### src/hdl/lor_pkg.sv
`default_nettype none

package lor_pkg;

    localparam int COORD_W     = 10;  // endpoint coordinate width
    localparam int YS_W        = 12;  // walking y, two's complement, spans -1023..2046
    localparam int CMP_W       = 14;  // compare width for bounds checks against the grid side
    localparam int COUNT_W     = 21;  // overlap counter width
    localparam int HIT_W       = 2;   // per-cell hit count width
    localparam int QUEUE_DEPTH = 4;
    localparam int QPTR_W      = 2;

    localparam logic [HIT_W-1:0]   HIT_LIMIT = HIT_W'(2);
    localparam logic [COUNT_W-1:0] COUNT_MAX = '1;

    // per-step y movement
    typedef enum logic [1:0] {
        STEP_NONE,
        STEP_INC,
        STEP_DEC
    } step_t;

    // classified segment: start cell, number of extra steps, step direction, skip flag
    typedef struct packed {
        logic [COORD_W-1:0] x0;
        logic [COORD_W-1:0] y0;
        logic [COORD_W-1:0] span;
        logic               step_x;
        step_t              step_y;
        logic               skip;
    } seg_desc_t;

endpackage

`default_nettype wire

### src/hdl/lor_front.sv
`default_nettype none

module lor_front
    import lor_pkg::*;
(
    input  wire logic               aclk,
    input  wire logic               aresetn,
    input  wire logic               cfg_wr_en,
    input  wire logic               cfg_wr_data,
    input  wire logic               s_valid,
    output logic                    s_ready,
    input  wire logic [COORD_W-1:0] s_start_x,
    input  wire logic [COORD_W-1:0] s_start_y,
    input  wire logic [COORD_W-1:0] s_end_x,
    input  wire logic [COORD_W-1:0] s_end_y,
    input  wire logic               grid_ready,
    input  wire logic               q_full,
    output logic                    push,
    output seg_desc_t               push_desc
);

    logic with_diag_reg;

    logic               is_vert;
    logic               is_horiz;
    logic               x_fwd;
    logic [COORD_W-1:0] y_lo;
    logic [COORD_W-1:0] y_hi;
    logic [COORD_W-1:0] x_lo;
    logic [COORD_W-1:0] x_hi;
    logic [COORD_W-1:0] far_y;

    always_ff @(posedge aclk) begin
        if (!aresetn) begin
            with_diag_reg <= 1'b0;
        end else if (cfg_wr_en) begin
            with_diag_reg <= cfg_wr_data;
        end
    end

    assign s_ready = grid_ready && !q_full;
    assign push    = s_valid && s_ready;

    assign is_vert  = (s_start_x == s_end_x);
    assign is_horiz = (s_start_y == s_end_y);
    assign x_fwd    = (s_start_x < s_end_x);
    assign y_lo     = (s_start_y < s_end_y) ? s_start_y : s_end_y;
    assign y_hi     = (s_start_y < s_end_y) ? s_end_y : s_start_y;
    assign x_lo     = x_fwd ? s_start_x : s_end_x;
    assign x_hi     = x_fwd ? s_end_x : s_start_x;
    assign far_y    = x_fwd ? s_end_y : s_start_y;

    always_comb begin
        push_desc        = '0;
        push_desc.step_y = STEP_NONE;
        if (is_vert) begin
            // single points land here too
            push_desc.x0     = s_start_x;
            push_desc.y0     = y_lo;
            push_desc.span   = y_hi - y_lo;
            push_desc.step_y = STEP_INC;
        end else if (is_horiz) begin
            push_desc.x0     = x_lo;
            push_desc.y0     = s_start_y;
            push_desc.span   = x_hi - x_lo;
            push_desc.step_x = 1'b1;
        end else if (with_diag_reg) begin
            // walk from the left endpoint
            push_desc.x0     = x_lo;
            push_desc.y0     = x_fwd ? s_start_y : s_end_y;
            push_desc.span   = x_hi - x_lo;
            push_desc.step_x = 1'b1;
            push_desc.step_y = (far_y > (x_fwd ? s_start_y : s_end_y)) ? STEP_INC : STEP_DEC;
        end else begin
            push_desc.skip   = 1'b1;
        end
    end

endmodule

`default_nettype wire

### config.mk
export PLATFORM = sky130hd
export DESIGN_NAME = lor_front
export DESIGN_NICKNAME = d
export VERILOG_FILES = /design/src/hdl/lor_pkg.sv /design/src/hdl/lor_front.sv
export SDC_FILE = /design/constraint.sdc
export NUM_CORES = 1
export LEC_CHECK = 0
export BUFFER_PORTS_ARGS = -buffer_cell sky130_fd_sc_hd__clkbuf_2
export CAP_MARGIN = 40
export CORE_ASPECT_RATIO = 0.75
export CORE_MARGIN = 10
export CORE_UTILIZATION = 40
export DETAILED_ROUTE_END_ITERATION = 10
export PLACE_DENSITY_LB_ADDON = 0.15
export SETUP_SLACK_MARGIN = 0.4
export SYNTH_ARGS = -nofsm -noshare
export SYNTH_HDL_FRONTEND = slang
export SYNTH_SLANG_ARGS = --single-unit
### constraint.sdc
create_clock -name aclk -period 5.7 [get_ports aclk]
set_input_delay 1.14 -clock aclk [delete_from_list [all_inputs] [get_ports aclk]]
set_output_delay 1.14 -clock aclk [all_outputs]
set_load 0.005 [all_outputs]
==> flow_summary_export.csv <==
group,metric,value,unit
timing,period_share,91.17,%
layout,largest_reg_flops,1,
worst_setup_path,end_kind,"output port",
floorplan,fp.coreArea,0.005381,mm²
timing,slew_violations,0,
synthesis,ys_seq_elements,1,
synthesis,yosysMostFrequentCell,"nand2_1",
global_route,grt_pass1_wl,13590,µm
synthesis,synth_top_area_share,12.31,%
placement,place_congestion,0.9447,
worst_setup_path,r2r_slack,5.02,ns
pwr,p_total,0.0003300,W
layout,insertedDiodeCount,0,
floorplan,die-area,0.009011,mm²
route,first_pass_iters,5,
route,final_antenna_net_count,0,
worst_setup_path,cp-start-kind,"input pin",
clock_network,clk_latency,0,ns
timing,timing.setup.tns,0,ns
pwr,p_leak,1.462,nW
worst_setup_path,required,4.56,ns
floorplan,initial_core_util,41.55,%
worst_setup_path,r2r-start,"with_diag_reg$_SDFFE_PN0P_",
timing,fmax,0.1924,GHz
timing,finalCriticalPeriod,5.197,ns
worst_hold_path,whs_endpoint,"with_diag_reg$_SDFFE_PN0P_",
route,drt_iter0_markers,188,
run,cap_violations,0,
worst_hold_path,whs_path_depth,2,
global_route,gr-total-overflow,0,
timing,hold_slack,0.5973,ns
worst_hold_path,hold_start,"with_diag_reg$_SDFFE_PN0P_",
synthesis,syn_area,0.002236,mm²
layout,final_nets,503,
clock_network,cts_hold_buf,0,
timing,setup_viol,0,
route,avgRoutedWirePerCell,16.88,µm
synthesis,syn-num-nets,415,
route,avgViaCountPerCell,5.712,
worst_setup_path,r2r-end,"with_diag_reg$_SDFFE_PN0P_",
timing,setup_slack,0.5032,ns
pwr,powerDensity,114.6,mW/mm²
timing,tightest_slew,0.6475,ns
placement,io_buffers,82,
worst_setup_path,critPathMaxFanout,9,
layout,final_util,53.50,%
floorplan,row_count,23,
synthesis,synth_edf_count,0,
floorplan,ioPinCount,83,
clock_network,path_clk_slew,0,ns
synthesis,synthArstFlopShare,0,%
placement,dpl.hpwl,7255,µm
synthesis,syn_area_per_cell,6.462,µm²
synthesis,synth_commonest_cells,"nand2_1, nor2_1, inv_1",
worst_setup_path,reg2reg_depth,2,
timing,hold_viol_final,0,
timing,relSlewSlack,56.83,%
outcome,status,"finished clean",
synthesis,yosysWarningCount,0,
route,vias,2896,
layout,drive_above_1_share,30.56,%
global_route,grt_use_total,17.30,%
layout,area_delta_synth_final,28.76,%
worst_setup_path,crit_type,"input pin to output port",
global_route,grt_max_degree,13,
timing,rsz0062_at_grt,"no",
route,totalWireLength,8560,µm
synthesis,synth_area_leaders,"ha_1, a22o_1, nand2_1",
pwr,ir_drop,57.53,µV
route,drc,0,
global_route,grt_pass1_vias,2718,
global_route,antenna_found_initial,0,
placement,place_ws,0.3054,ns
worst_hold_path,hp-class,"flip-flop to flip-flop",
timing,clock_skew,0,ns
worst_setup_path,arrival,4.06,ns
synthesis,synth.distinct_cells,59,
floorplan,fp.dieH,84.75,µm
synthesis,yosys.area.top_type,"ha_1",
floorplan,die_w,106.3,µm
synthesis,synth-main-ff-cell,"dfxtp_1",
synthesis,synthCells,346,
synthesis,ys_seq_area_share,0.8954,%
==> power breakdown <==
part / leakage, nW / switching (W) / internal (W) / total [W]
combinational: 1.45 / 0.000180 / 0.000142 / 0.000322
sequential: 0.00826 / 0.000000684 / 0.00000757 / 0.00000826
clock: 0 / 0 / 0 / 0
==> logic make-up (layout without fill, tap and decap cells) <==
group	count (synthesis)	after routing	share of synthesized area, %
xor+xnor	10	10	3.917
simple gates	143	143	31.95
compound gates	104	104	33.24
fa+ha+maj	22	22	12.31
buf+inv	48	134	9.122
mux	18	18	8.562
flops	1	1	0.8954
==> per-layer routing <==
| layer | vias to the layer above | routed length [µm] | global-route usage [%] |
|---|---|---|---|
| met2 | 102 | 3467 | 25.39 |
| met4 | 0 | 17 | 1.227 |
| met5 | - | 0 | 0 |
| li1 | 1456 | - | - |
| met3 | 2 | 606 | 2.366 |
| met1 | 1336 | 4469 | 26.47 |
==> layout by cell type, fill, tap and decap left out, types with 4 or more instances in the layout <==
| master | n |
|---|---|
| clkbuf_2 | 82 |
| nand2_1 | 36 |
| nor2_1 | 31 |
| inv_1 | 29 |
| buf_4 | 23 |
| a22o_1 | 20 |
| a21oi_1 | 19 |
| ha_1 | 17 |
| nor2b_1 | 13 |
| nand2b_1 | 13 |
| mux2i_1 | 12 |
| o22ai_1 | 11 |
| nand3_1 | 9 |
| o21ai_1 | 6 |
| nand4_1 | 6 |
| and3_1 | 6 |
| o21ai_0 | 6 |
| nor3_1 | 5 |
| a221o_1 | 5 |
| mux2_2 | 5 |
| xor2_1 | 5 |
| xnor2_1 | 5 |
| ha_2 | 5 |
| or3_1 | 4 |
| a31oi_1 | 4 |
| and2_1 | 4 |
==> worst max path at each step <==
stage	cells after the start	from	end	slack, ns
3_3_place_gp	15	s_end_y[3]	push_desc[10]	0.29
4_1_cts	13	s_end_y[3]	push_desc[13]	0.42
2_1_floorplan	18	s_end_x[6]	push_desc[8]	0.80
5_1_grt	13	s_end_x[3]	push_desc[13]	0.41
3_5_place_dp	15	s_end_y[3]	push_desc[10]	0.31
6_report	13	s_end_x[3]	push_desc[13]	0.50
==> stage by stage <==
| stage | instance area, µm² | cells |
|---|---|---|
| floorplan | 2236 | 346 |
| global placement | 2803 | 505 |
| detailed placement | 2803 | 505 |
| CTS | 2811 | 505 |
| global route | 2879 | 507 |
| finish | 2879 | 507 |
==> critical path, cell delays in order <==
cell and delay, ns:
clkbuf_2 0.11, inv_1 0.05, ha_2 0.40, and4_1 0.19
o21ai_1 0.11, a21o_1 0.27, nand2_4 0.15, mux2_2 0.35
a221o_1 0.34, a311o_1 0.37, o211ai_1 0.28, a211o_1 0.17
clkbuf_2 0.12
==> layout make-up <==
type,instances,area [µm²]
Timing Repair Buffer,105,583.1
Fill cell,569,2502
Inverter,29,108.9
Tap cell,75,93.84
Multi-Input combinational cell,297,2073
Sequential cell,1,20.02
==> what timing repair did <==
action	4_1_cts	5_1_grt
resized for setup	3	16
endpoints found under the setup margin	3	6
buffers inserted	0	2
pin swaps	0	7
No activity file was read; power rests on OpenSTA's default activity.
