==> src/hdl/lor_pkg.sv <==
`default_nettype none

package lor_pkg;

    localparam int COORD_W     = 10;  // endpoint coordinate width
    localparam int YS_W        = 12;  // walking y, two's complement, spans -1023..2046
    localparam int CMP_W       = 14;  // compare width for bounds checks against the grid side
    localparam int COUNT_W     = 21;  // overlap counter width
    localparam int HIT_W       = 2;   // per-cell hit count width
    localparam int QUEUE_DEPTH = 4;
    localparam int QPTR_W      = 2;

    localparam logic [HIT_W-1:0]   HIT_LIMIT = HIT_W'(2);
    localparam logic [COUNT_W-1:0] COUNT_MAX = '1;

    // per-step y movement
    typedef enum logic [1:0] {
        STEP_NONE,
        STEP_INC,
        STEP_DEC
    } step_t;

    // classified segment: start cell, number of extra steps, step direction, skip flag
    typedef struct packed {
        logic [COORD_W-1:0] x0;
        logic [COORD_W-1:0] y0;
        logic [COORD_W-1:0] span;
        logic               step_x;
        step_t              step_y;
        logic               skip;
    } seg_desc_t;

endpackage

`default_nettype wire

==> src/hdl/lor_queue.sv <==
`default_nettype none

module lor_queue
    import lor_pkg::*;
(
    input  wire logic      aclk,
    input  wire logic      aresetn,
    input  wire logic      push,
    input  var  seg_desc_t push_desc,
    output logic           q_full,
    output logic           q_valid,
    output seg_desc_t      q_desc,
    input  wire logic      pop
);

    seg_desc_t         slot_reg [QUEUE_DEPTH];
    logic [QPTR_W-1:0] wr_ptr_reg;
    logic [QPTR_W-1:0] rd_ptr_reg;
    logic [QPTR_W:0]   fill_reg;

    logic do_push;
    logic do_pop;

    assign q_full  = (fill_reg == (QPTR_W+1)'(QUEUE_DEPTH));
    assign q_valid = (fill_reg != '0);
    assign q_desc  = slot_reg[rd_ptr_reg];
    assign do_push = push && !q_full;
    assign do_pop  = pop && q_valid;

    always_ff @(posedge aclk) begin
        if (do_push) begin
            slot_reg[wr_ptr_reg] <= push_desc;
        end
    end

    always_ff @(posedge aclk) begin
        if (!aresetn) begin
            wr_ptr_reg <= '0;
            rd_ptr_reg <= '0;
            fill_reg   <= '0;
        end else begin
            if (do_push) begin
                wr_ptr_reg <= wr_ptr_reg + QPTR_W'(1);
            end
            if (do_pop) begin
                rd_ptr_reg <= rd_ptr_reg + QPTR_W'(1);
            end
            if (do_push && !do_pop) begin
                fill_reg <= fill_reg + (QPTR_W+1)'(1);
            end else if (do_pop && !do_push) begin
                fill_reg <= fill_reg - (QPTR_W+1)'(1);
            end
        end
    end

endmodule

`default_nettype wire

==> config.mk <==
export PLATFORM = sky130hd
export DESIGN_NAME = lor_queue
export DESIGN_NICKNAME = d
export VERILOG_FILES = /design/src/hdl/lor_pkg.sv /design/src/hdl/lor_queue.sv
export SDC_FILE = /design/constraint.sdc
export NUM_CORES = 1
export LEC_CHECK = 0
export ABC_AREA = 1
export BUFFER_PORTS_ARGS = -buffer_cell sky130_fd_sc_hd__buf_4
export CELL_PAD_IN_SITES_DETAIL_PLACEMENT = 1
export CELL_PAD_IN_SITES_GLOBAL_PLACEMENT = 2
export CORE_ASPECT_RATIO = 1.2
export CORE_MARGIN = 2
export CORE_UTILIZATION = 25
export DETAILED_ROUTE_END_ITERATION = 7
export GPL_ROUTABILITY_DRIVEN = 0
export PLACE_DENSITY = 0.51
export SYNTH_ARGS = -nofsm -noshare
export SYNTH_HDL_FRONTEND = slang
export SYNTH_SLANG_ARGS = --single-unit
==> constraint.sdc <==
create_clock -name aclk -period 3.8 [get_ports aclk]
set_clock_uncertainty 0.2 [all_clocks]
set_input_delay 0.19 -clock aclk [delete_from_list [all_inputs] [get_ports aclk]]
set_output_delay 0.19 -clock aclk [all_outputs]
set_load 0.05 [all_outputs]
==> results of run 1 <==
-- routing by layer --
layer  up-vias  global-route usage [%]  part of all wire, %
met2        55                    21.5                   52
met1      1754                    14.4                   43
met4         0                    5.22                  1.9
li1       1686                       -                    -
met3        20                    2.84                  3.0
met5         -                       0                    0
-- area by class of cell --
cell class	count	share of cell area, %
Clock inverter	14	2.50
Tap cell	279	4.64
Timing Repair Buffer	115	12.7
Inverter	17	0.915
Sequential cell	145	56.7
Multi-Input combinational cell	215	16.8
Clock buffer	18	5.71
-- final timing paths --
path | startpoint | end | cells past startpoint
max | flip-flop | q_desc[3] | 4
min | rd_ptr_reg[1] | flip-flop | 2
max reg2reg | fill_reg[0] | slot_reg[0][3] | 5
min reg2reg | rd_ptr_reg[1] | flip-flop | 2
-- kinds of logic after synthesis --
kind of cell | after synthesis
buffers and inverters | 38
adder cells (fa/ha/maj) | 6
AND/OR/NAND/NOR | 102
XOR/XNOR | 1
AO/OA/AOI/OAI | 106
flip-flops | 145
-- worst max-delay path, cell delays in order, from the launching register on --
cell and delay (ns):
dfxtp_2 0.68, buf_4 0.52, o21ai_0 0.21, o22ai_2 0.26, buf_4 0.24
-- cell usage in the layout, fill, tap and decap left out, types with 5 or more instances in the layout --
cell type,count
edfxtp_1,136
buf_4,78
o21ai_0,64
nor2_1,58
dlygate4sd3_1,37
nor2_2,20
o22ai_2,20
clkbuf_16,17
nand2_1,15
inv_1,15
o22ai_1,14
dfxtp_1,7
o21ai_1,5
ha_1,5
-- stage by stage --
stage	total power, W	instances	setup WS (ns)	cell area (sq um)
6_report	0.00566	803	1.07	7520
5_1_grt	0.00593	803	0.846	7520
4_1_cts	0.00577	803	0.943	7520
3_5_place_dp	0.00397	734	1.30	6530
3_3_place_gp	0.00394	734	1.37	6530
2_1_floorplan	0.00340	398	1.08	5730
-- power groups by stage --
stage,clock network (W),registers [W],logic [W]
2_1_floorplan,0,0.00203,0.00138
3_3_place_gp,0,0.00208,0.00186
3_5_place_dp,0,0.00209,0.00188
4_1_cts,0.00180,0.00205,0.00191
5_1_grt,0.00186,0.00207,0.00200
6_report,0.00175,0.00205,0.00186
==> impl_metrics.tcl, run 1 <==
set metrics [dict create \
    outcome "finished clean" \
    required_ns 3.41 \
    area_growth_pct 31.2 \
    cp-end-kind "output port" \
    final_layout_size_suffix_gt1_share_pct 29.4 \
    grt_pass1_wl_mm 21.8 \
    hold_class "reg2reg" \
    coreArea_sq_um 22400 \
    maxCapViolCount 0 \
    largest_reg_flops 136 \
    finalCritPeriodShare_pct 71.9 \
    tns_ns 0 \
    synth_warnings 0 \
    syn_area_per_cell_sq_um 14.4 \
    htreeDepth 4 \
    finish.net_count 555 \
    netlist_area_sq_um 5730 \
    fill_cells 2345 \
    max-vdd-ir-drop_mv 0.318 \
    drv_slew 0 \
    initial_core_util_pct 25.5 \
    period_needed_ns 2.73 \
    clk_pin_slew_ns 0.06 \
    wl_per_cell_um 17.6 \
    cts-root-buf "clkbuf_16" \
    netSwitchingPower_w 0.00209 \
    leakagePower_nw 2.64 \
    rsz0062_at_grt "no" \
    cts_resized 0 \
    yosys.area_share.simple_pct 7.71 \
    power_density_nw_per_um2 753 \
    dp_hpwl_mm 8.69 \
    vias 3515 \
    synth_nets 442 \
    drc_errors 0 \
    cp.arrival_ns 2.34 \
    globalRouteOverflowTotal 0 \
    synth_top_area_share_pct 71.3 \
    synthTopCellsByCount "edfxtp_1 (136), o21ai_0 (64), nor2_1 (62)" \
    synth_top_family_by_area "compound AO/OA/AOI/OAI gates" \
    grt_pass1_vias 3893 \
    ys_types 23 \
    seq_area_sq_um 4270 \
    clock_sinks 145 \
    p_clk_share_pct 30.9 \
    first_pass_iters 4 \
    power_frac_comb_pct 32.9 \
    synth_xor_area_share_pct 0.153 \
    synth_compound_area_share_pct 12.2 \
    grt_max_degree 69 \
    relSlewSlack_pct 46.2 \
    worst_pin_slew_ns 0.804 \
    clk_latency_ns 0.42 \
    yosys.cell_count.top_type "edfxtp_1" \
    p_sw_share_pct 36.9 \
    finalSetupViolCount 0 \
    async_flop_share_pct 0 \
    vias_per_cell 4.38 \
    yosysSeqAreaShare_pct 74.4 \
    synth_top_area_cell "edfxtp_1" \
    synthMuxAreaShare_pct 0 \
    die_x_um 142 \
    synth_ff_type "edfxtp_1" \
    path_class "reg2out" \
    max_clock_freq_mhz 366 \
    io_buffers 73 \
    routed_wl_mm 14.2 \
    cts_buffer_depth 2 \
    multi_input_area_sq_um 1260 \
    cp-start-kind "flip-flop" \
    ios 74 \
    cts_tree "built" \
    synth_fa_ha_area_share_pct 1.44 \
    r2r_setup_slack_ns 1.38 \
    synth_top_cells_by_area "edfxtp_1 (71%), o21ai_0 (5.6%), o22ai_2 (4.4%), nor2_1 (4.1%), dfxtp_1 (3.1%)" \
    hold_viol 0 \
    grt_antenna_before_repair 0 \
    final_core_util_pct 33.5 \
    fp.dieArea_sq_um 24200 \
    diodes 0 \
    internal_power_w 0.00357 \
    die_y_um 170 \
    synth_edf_count 136 \
    postRouteAntennaNets 0 \
    ys_seq_elements 145 \
    crit_path_max_fanout 44 \
    whs_ns 0.297 \
    p_seq_share_pct 36.2 \
    cts_buffers 17 \
    drtIter0Drc 197 \
    grt_usage_pct 12.3 \
    postSynthCellCount 398 \
    postCtsHoldBufs 37 \
    row_count 60 \
    post_cts_buffers 0 \
]
Power figures use the tool's default switching activity.
==> inputs of run 2 (changes only) <==
Clock period 3.8 ns to 2.7 ns, I/O delays scaled along.
==> run 2 against run 1 <==
- final area rose by 2.2%
- final cell count rose by 0.87%
- first-iteration DRC count fell by 8.6%
- setup slack got worse by 0.63 ns
- sequential share of layout area fell by 1.2 points
- sequential power rose by 38%
- critical path type unchanged
- critical endpoint is now q_desc[19]
==> impl_metrics.tcl, run 2 (synthesis gave the netlist of run 1 again) <==
set metrics [dict create \
    finalSetupViolCount 0 \
    dp_hpwl_mm 8.30 \
    final_core_util_pct 34.2 \
    drc_errors 0 \
    clock_sinks 145 \
    leakagePower_nw 2.74 \
    layout_commonest_cell "edfxtp_1" \
    period_needed_ns 2.26 \
    cts-root-buf "clkbuf_16" \
    fill_cells 2338 \
    hold_viol 0 \
    grt_pass1_wl_mm 21.3 \
    cp-end-kind "output port" \
    cp_slowest_cell "dfxtp_2" \
    worstPathCellList "inv_2 > buf_12 > o21ai_0 > o22ai_1 > buf_4" \
    clk_pin_slew_ns 0.06 \
    drtIter0Drc 180 \
    io_buffers 73 \
    max_clock_freq_mhz 442 \
    rsz0062_at_grt "no" \
    finalCritPeriodShare_pct 83.9 \
    grt_usage_pct 12.0 \
    cp_top_family "buffers and inverters" \
    die_x_um 142 \
    r2r_setup_slack_ns 0.64 \
    fin_ws_ns 0.435 \
    required_ns 2.37 \
    finish.net_count 562 \
    path_class "reg2out" \
    grt_antenna_before_repair 0 \
    worst_pin_slew_ns 0.623 \
    worstPathBufferInverterCount 3 \
    vias_per_cell 4.34 \
    grt_max_degree 69 \
    maxCapViolCount 0 \
    wl_per_cell_um 17.0 \
    whs_path_depth 2 \
    timing.rr.end "fill_reg[2]" \
    post_cts_buffers 0 \
    cp.depth 5 \
    final_layout_size_suffix_gt1_share_pct 31.1 \
    routed_wl_mm 13.7 \
    fp.dieArea_sq_um 24200 \
    r2r_start "fill_reg[0]" \
    grt_pass1_vias 3797 \
    cts_buffer_depth 2 \
    cts_buffers 17 \
    ios 74 \
    drv_slew 0 \
    first_pass_iters 4 \
    power_density_nw_per_um2 1080 \
    whs_ns 0.258 \
    total_power_w 0.00831 \
    postRouteAntennaNets 0 \
    diodes 0 \
    mostFrequentLayoutCells "edfxtp_1 (136), buf_4 (83), o21ai_0 (64)" \
    htreeDepth 4 \
    max_stage_delay_ns 0.43 \
    r2r_cells 13 \
    pre_cts_ws_ns 0.632 \
    tns_ns 0 \
    cp-start-kind "flip-flop" \
    clk_latency_ns 0.42 \
    hold_class "in2reg" \
    coreArea_sq_um 22400 \
    row_count 60 \
    area_growth_pct 34.1 \
    cp.arrival_ns 1.93 \
    globalRouteOverflowTotal 0 \
    cts_resized 0 \
    cts_tree "built" \
    vias 3519 \
    crit_path_max_fanout 20 \
    relSlewSlack_pct 58.5 \
    largest_reg_flops 136 \
    die_y_um 170 \
    max-vdd-ir-drop_mv 0.434 \
    min_from "push_desc[20]" \
    outcome "finished clean" \
    initial_core_util_pct 25.5 \
    holdPathEnd "slot_reg[2][20]" \
]
==> run 2: cell types whose count changed in the layout (fill, tap and decap cells not counted), sizes merged <==
| cell | previous run | this run |
|---|---|---|
| clkinv | 4 | 3 |
| inv | 19 | 21 |
| buf | 78 | 85 |
| bufinv | 4 | 7 |
| clkbuf | 18 | 17 |
| clkinvlp | 4 | 1 |
==> run 2: timing repair <==
action	CTS	global route
hold buffers	37	0
endpoints found under the setup margin	0	0
endpoints found under the hold margin	145	0
==> run 2: layer usage <==
| layer | global-route usage, % | wire length [um] |
|---|---|---|
| met2 | 20.4 | 7020 |
| met3 | 3.40 | 469 |
| met1 | 14.2 | 6020 |
| met5 | 0 | 0 |
| met4 | 4.91 | 220 |
==> run 2: power by group <==
group	total [W]	switching (W)	internal, W
clock	0.00278	0.000936	0.00184
sequential	0.00283	0.0000942	0.00274
combinational	0.00270	0.00191	0.000784
total	0.00831	0.00294	0.00536
==> run 2: worst max path at each step <==
stage                     start             end  slack [ns]
floorplan           fill_reg[0]  slot_reg[0][0]       -0.02
global placement    fill_reg[0]     fill_reg[2]        0.69
detailed placement  fill_reg[0]     fill_reg[2]        0.63
CTS                   flip-flop      q_desc[23]        0.35
global route          flip-flop      q_desc[19]        0.25
finish                flip-flop      q_desc[19]        0.44
==> run 2: per-stage QoR <==
stage                     std cells  instance area (sq um)
after floorplan                 398                   5730
after global placement          741                   6610
after detailed placement        741                   6610
after CTS                       810                   7680
after global routing            810                   7680
final                           810                   7680
==> run 2: cell type report <==
| cell class | count | area (sq um) | area share (%) |
|---|---|---|---|
| multi-input cells | 215 | 1260 | 16.4 |
| inverters | 17 | 68.8 | 0.896 |
| flip-flops and latches | 145 | 4270 | 55.5 |
| repair buffers | 122 | 1030 | 13.5 |
| well taps | 279 | 349 | 4.54 |
| clock buffers | 17 | 425 | 5.54 |
| clock inverters | 15 | 279 | 3.63 |
==> run 2: worst reg2reg max path, stage by stage, from the launching register on <==
cell and delay, ns:
dfxtp_1 0.41, nor2_1 0.08, nand2_1 0.13, nand2_1 0.08, inv_1 0.10, ha_1 0.18
inv_1 0.07, fa_1 0.39, inv_1 0.07, nand2_1 0.04, nand3_1 0.08, nand2_1 0.05
nand2_1 0.05, nor2_1 0.03
==> inputs of run 3 (changes only) <==
Settings changed: ABC_AREA 1 to 0, PLACE_DENSITY 0.51 to 0.47.
Clock period 2.7 ns to 2.2 ns, I/O delays scaled along.
==> run 3 against run 2 <==
- final cell count down 20%
- utilization up 0.58 points
- total power up 16%
- critical endpoint is now fill_reg[2]
- sequential share of layout area up 1.5 points
- wire length down 17%
- global-route usage down 1.4 points
- synthesized cell count down 43%
- hold slack worse by 0.23 ns
- register-to-register slack worse by 0.61 ns
- sequential power up 25%
- sequential cell count unchanged
==> impl_metrics.tcl, run 3 <==
set metrics [dict create \
    outcome "finished clean" \
    synth_nets 270 \
    r2r_setup_slack_ns 0.03 \
    synth_edf_count 136 \
    total_power_w 0.00961 \
    grt_pass1_wl_mm 17.6 \
    cts-root-buf "clkbuf_16" \
    synth_fa_ha_area_share_pct 1.52 \
    leakagePower_nw 2.57 \
    r2r_cells 8 \
    clk_latency_ns 0.41 \
    required_ns 2.34 \
    hold_class "in2reg" \
    hold_viol 0 \
    worst_pin_slew_ns 0.415 \
    whs_path_depth 4 \
    max-vdd-ir-drop_mv 0.509 \
    drtIter0Drc 143 \
    period_needed_ns 2.17 \
    syn_area_per_cell_sq_um 24.1 \
    maxCapViolCount 0 \
    seq_area_sq_um 4280 \
    io_buffers 73 \
    mostFrequentLayoutCells "edfxtp_1 (136), buf_4 (80), dlygate4sd3_1 (35)" \
    tns_ns 0 \
    layout_commonest_cell "edfxtp_1" \
    grt_pass1_vias 2926 \
    crit_path_max_fanout 6 \
    yosys.cell_count.top_type "edfxtp_1" \
    cp-start-kind "flip-flop" \
    yosys.area_share.simple_pct 1.89 \
    drc_errors 0 \
    synth_top_family_by_area "multiplexers" \
    synth_top_area_share_pct 75.1 \
    die_x_um 139 \
    htreeDepth 4 \
    timing.rr.end "fill_reg[2]" \
    vias 2672 \
    multi_input_area_sq_um 1100 \
    grt_usage_pct 10.6 \
    cts_tree "built" \
    async_flop_share_pct 0 \
    postSynthCellCount 226 \
    grt_antenna_before_repair 1 \
    synth_top_cells_by_area "edfxtp_1 (75%), mux4_2 (12%), dfxtp_1 (3.3%), mux4_1 (1.9%), ha_1 (1.2%)" \
    die_y_um 166 \
    vias_per_cell 4.11 \
    routed_wl_mm 11.4 \
    finalSetupViolCount 0 \
    ys_types 23 \
    final_layout_size_suffix_gt1_share_pct 44.4 \
    synth_compound_area_share_pct 0.621 \
    area_growth_pct 38.0 \
    r2r_start "fill_reg[2]" \
    finalCritPeriodShare_pct 98.8 \
    cp.arrival_ns 2.31 \
    grt_max_degree 26 \
    dp_hpwl_mm 7.04 \
    ys_seq_elements 145 \
    drv_slew 0 \
    clk_pin_slew_ns 0.06 \
    wl_per_cell_um 17.6 \
    synth_top_area_cell "edfxtp_1" \
    fp.dieArea_sq_um 23000 \
    initial_core_util_pct 25.2 \
    ios 74 \
    row_count 59 \
    clock_sinks 145 \
    relSlewSlack_pct 71.9 \
    synthMuxAreaShare_pct 14.9 \
    max_clock_freq_mhz 460 \
    finish.net_count 407 \
    synth_ff_type "edfxtp_1" \
    postRouteAntennaNets 0 \
    synth_xor_area_share_pct 0.644 \
    globalRouteOverflowTotal 0 \
    rsz0062_at_grt "yes" \
    power_density_nw_per_um2 1280 \
    coreArea_sq_um 21600 \
    first_pass_iters 4 \
    netlist_area_sq_um 5440 \
    largest_reg_flops 136 \
    yosysSeqAreaShare_pct 78.4 \
    synth_warnings 0 \
    diodes 0 \
    fill_cells 2156 \
    synthTopCellsByCount "edfxtp_1 (136), mux4_2 (30), dfxtp_1 (9)" \
    min_from "pop" \
    cts_buffer_depth 2 \
    cts_buffers 17 \
    path_class "reg2reg" \
    cp-end-kind "flip-flop" \
]
[run 3: routing by layer]
layer / part of all wire [%] / GRT usage [%] / routed length, um / vias up
met2: 52 / 18.2 / 6000 / 55
met5: 0.096 / 0 / 11 / -
met1: 42 / 12.3 / 4800 / 1386
met4: 1.0 / 3.99 / 116 / 2
li1: - / - / - / 1219
met3: 4.4 / 3.84 / 500 / 10
[run 3: cell type report]
type                            instances  area share (%)
Clock inverter                         14            2.07
Sequential cell                       145            57.0
Timing Repair Buffer                  128            15.8
Clock buffer                           18            5.72
Multi-Input combinational cell         68            14.7
Inverter                                3           0.150
Tap cell                              274            4.57
[run 3: worst max-delay path: stages (launching register included)]
cell,delay (ns)
dfxtp_4,0.37
nor3b_4,0.16
nor2b_2,0.19
ha_4,0.17
inv_2,0.04
fa_2,0.37
xor2_1,0.16
or3_1,0.31
a21boi_1,0.14
[run 3: kinds of logic (layout without fill, tap and decap cells)]
logic type,count (synthesis),after routing
DFF,145,145
muxes,37,37
and+or+nand+nor,17,17
buffers and inverters,13,163
adders and majority gates,6,6
AOI/OAI and AO/OA,4,4
xor gates and xnor gates,4,4
[run 3: per-stage QoR]
| stage | hold WS, ns | instance area [sq um] | util [%] | instances | worst slack, ns |
|---|---|---|---|---|---|
| floorplan | 0.00887 | 5470 | - | 226 | -0.0821 |
| global placement | 0.111 | 6480 | 30.1 | 578 | 0.0652 |
| detailed placement | 0.115 | 6480 | 30.1 | 578 | -0.0198 |
| CTS | 0.0158 | 7440 | 34.5 | 646 | 0.00803 |
| global route | 0.0440 | 7500 | 34.8 | 650 | -0.0549 |
| finish | 0.0314 | 7500 | 34.8 | 650 | 0.0262 |
[run 3: worst max path at each step]
| stage | startpoint | to |
|---|---|---|
| after global routing | fill_reg[2] | fill_reg[2] |
| after detailed placement | fill_reg[2] | fill_reg[2] |
| after global placement | fill_reg[2] | fill_reg[2] |
| after CTS | flip-flop | q_desc[29] |
| after floorplan | fill_reg[0] | fill_reg[2] |
| final | fill_reg[2] | fill_reg[2] |
[run 3: where the power goes]
| group | switching, W | total [W] | internal, W |
|---|---|---|---|
| Combinational | 0.00193 | 0.00326 | 0.00133 |
| Sequential | 0.000157 | 0.00353 | 0.00337 |
| Clock | 0.00113 | 0.00282 | 0.00169 |
[run 3: timing repair]
| item | 4_1_cts | 5_1_grt |
|---|---|---|
| resized for setup | 4 | 5 |
| setup buffers | 1 | 3 |
| hold buffers | 35 | 0 |
| setup endpoints to repair | 31 | 6 |
| endpoints found under the hold margin | 145 | 0 |
| cloned | 0 | 1 |
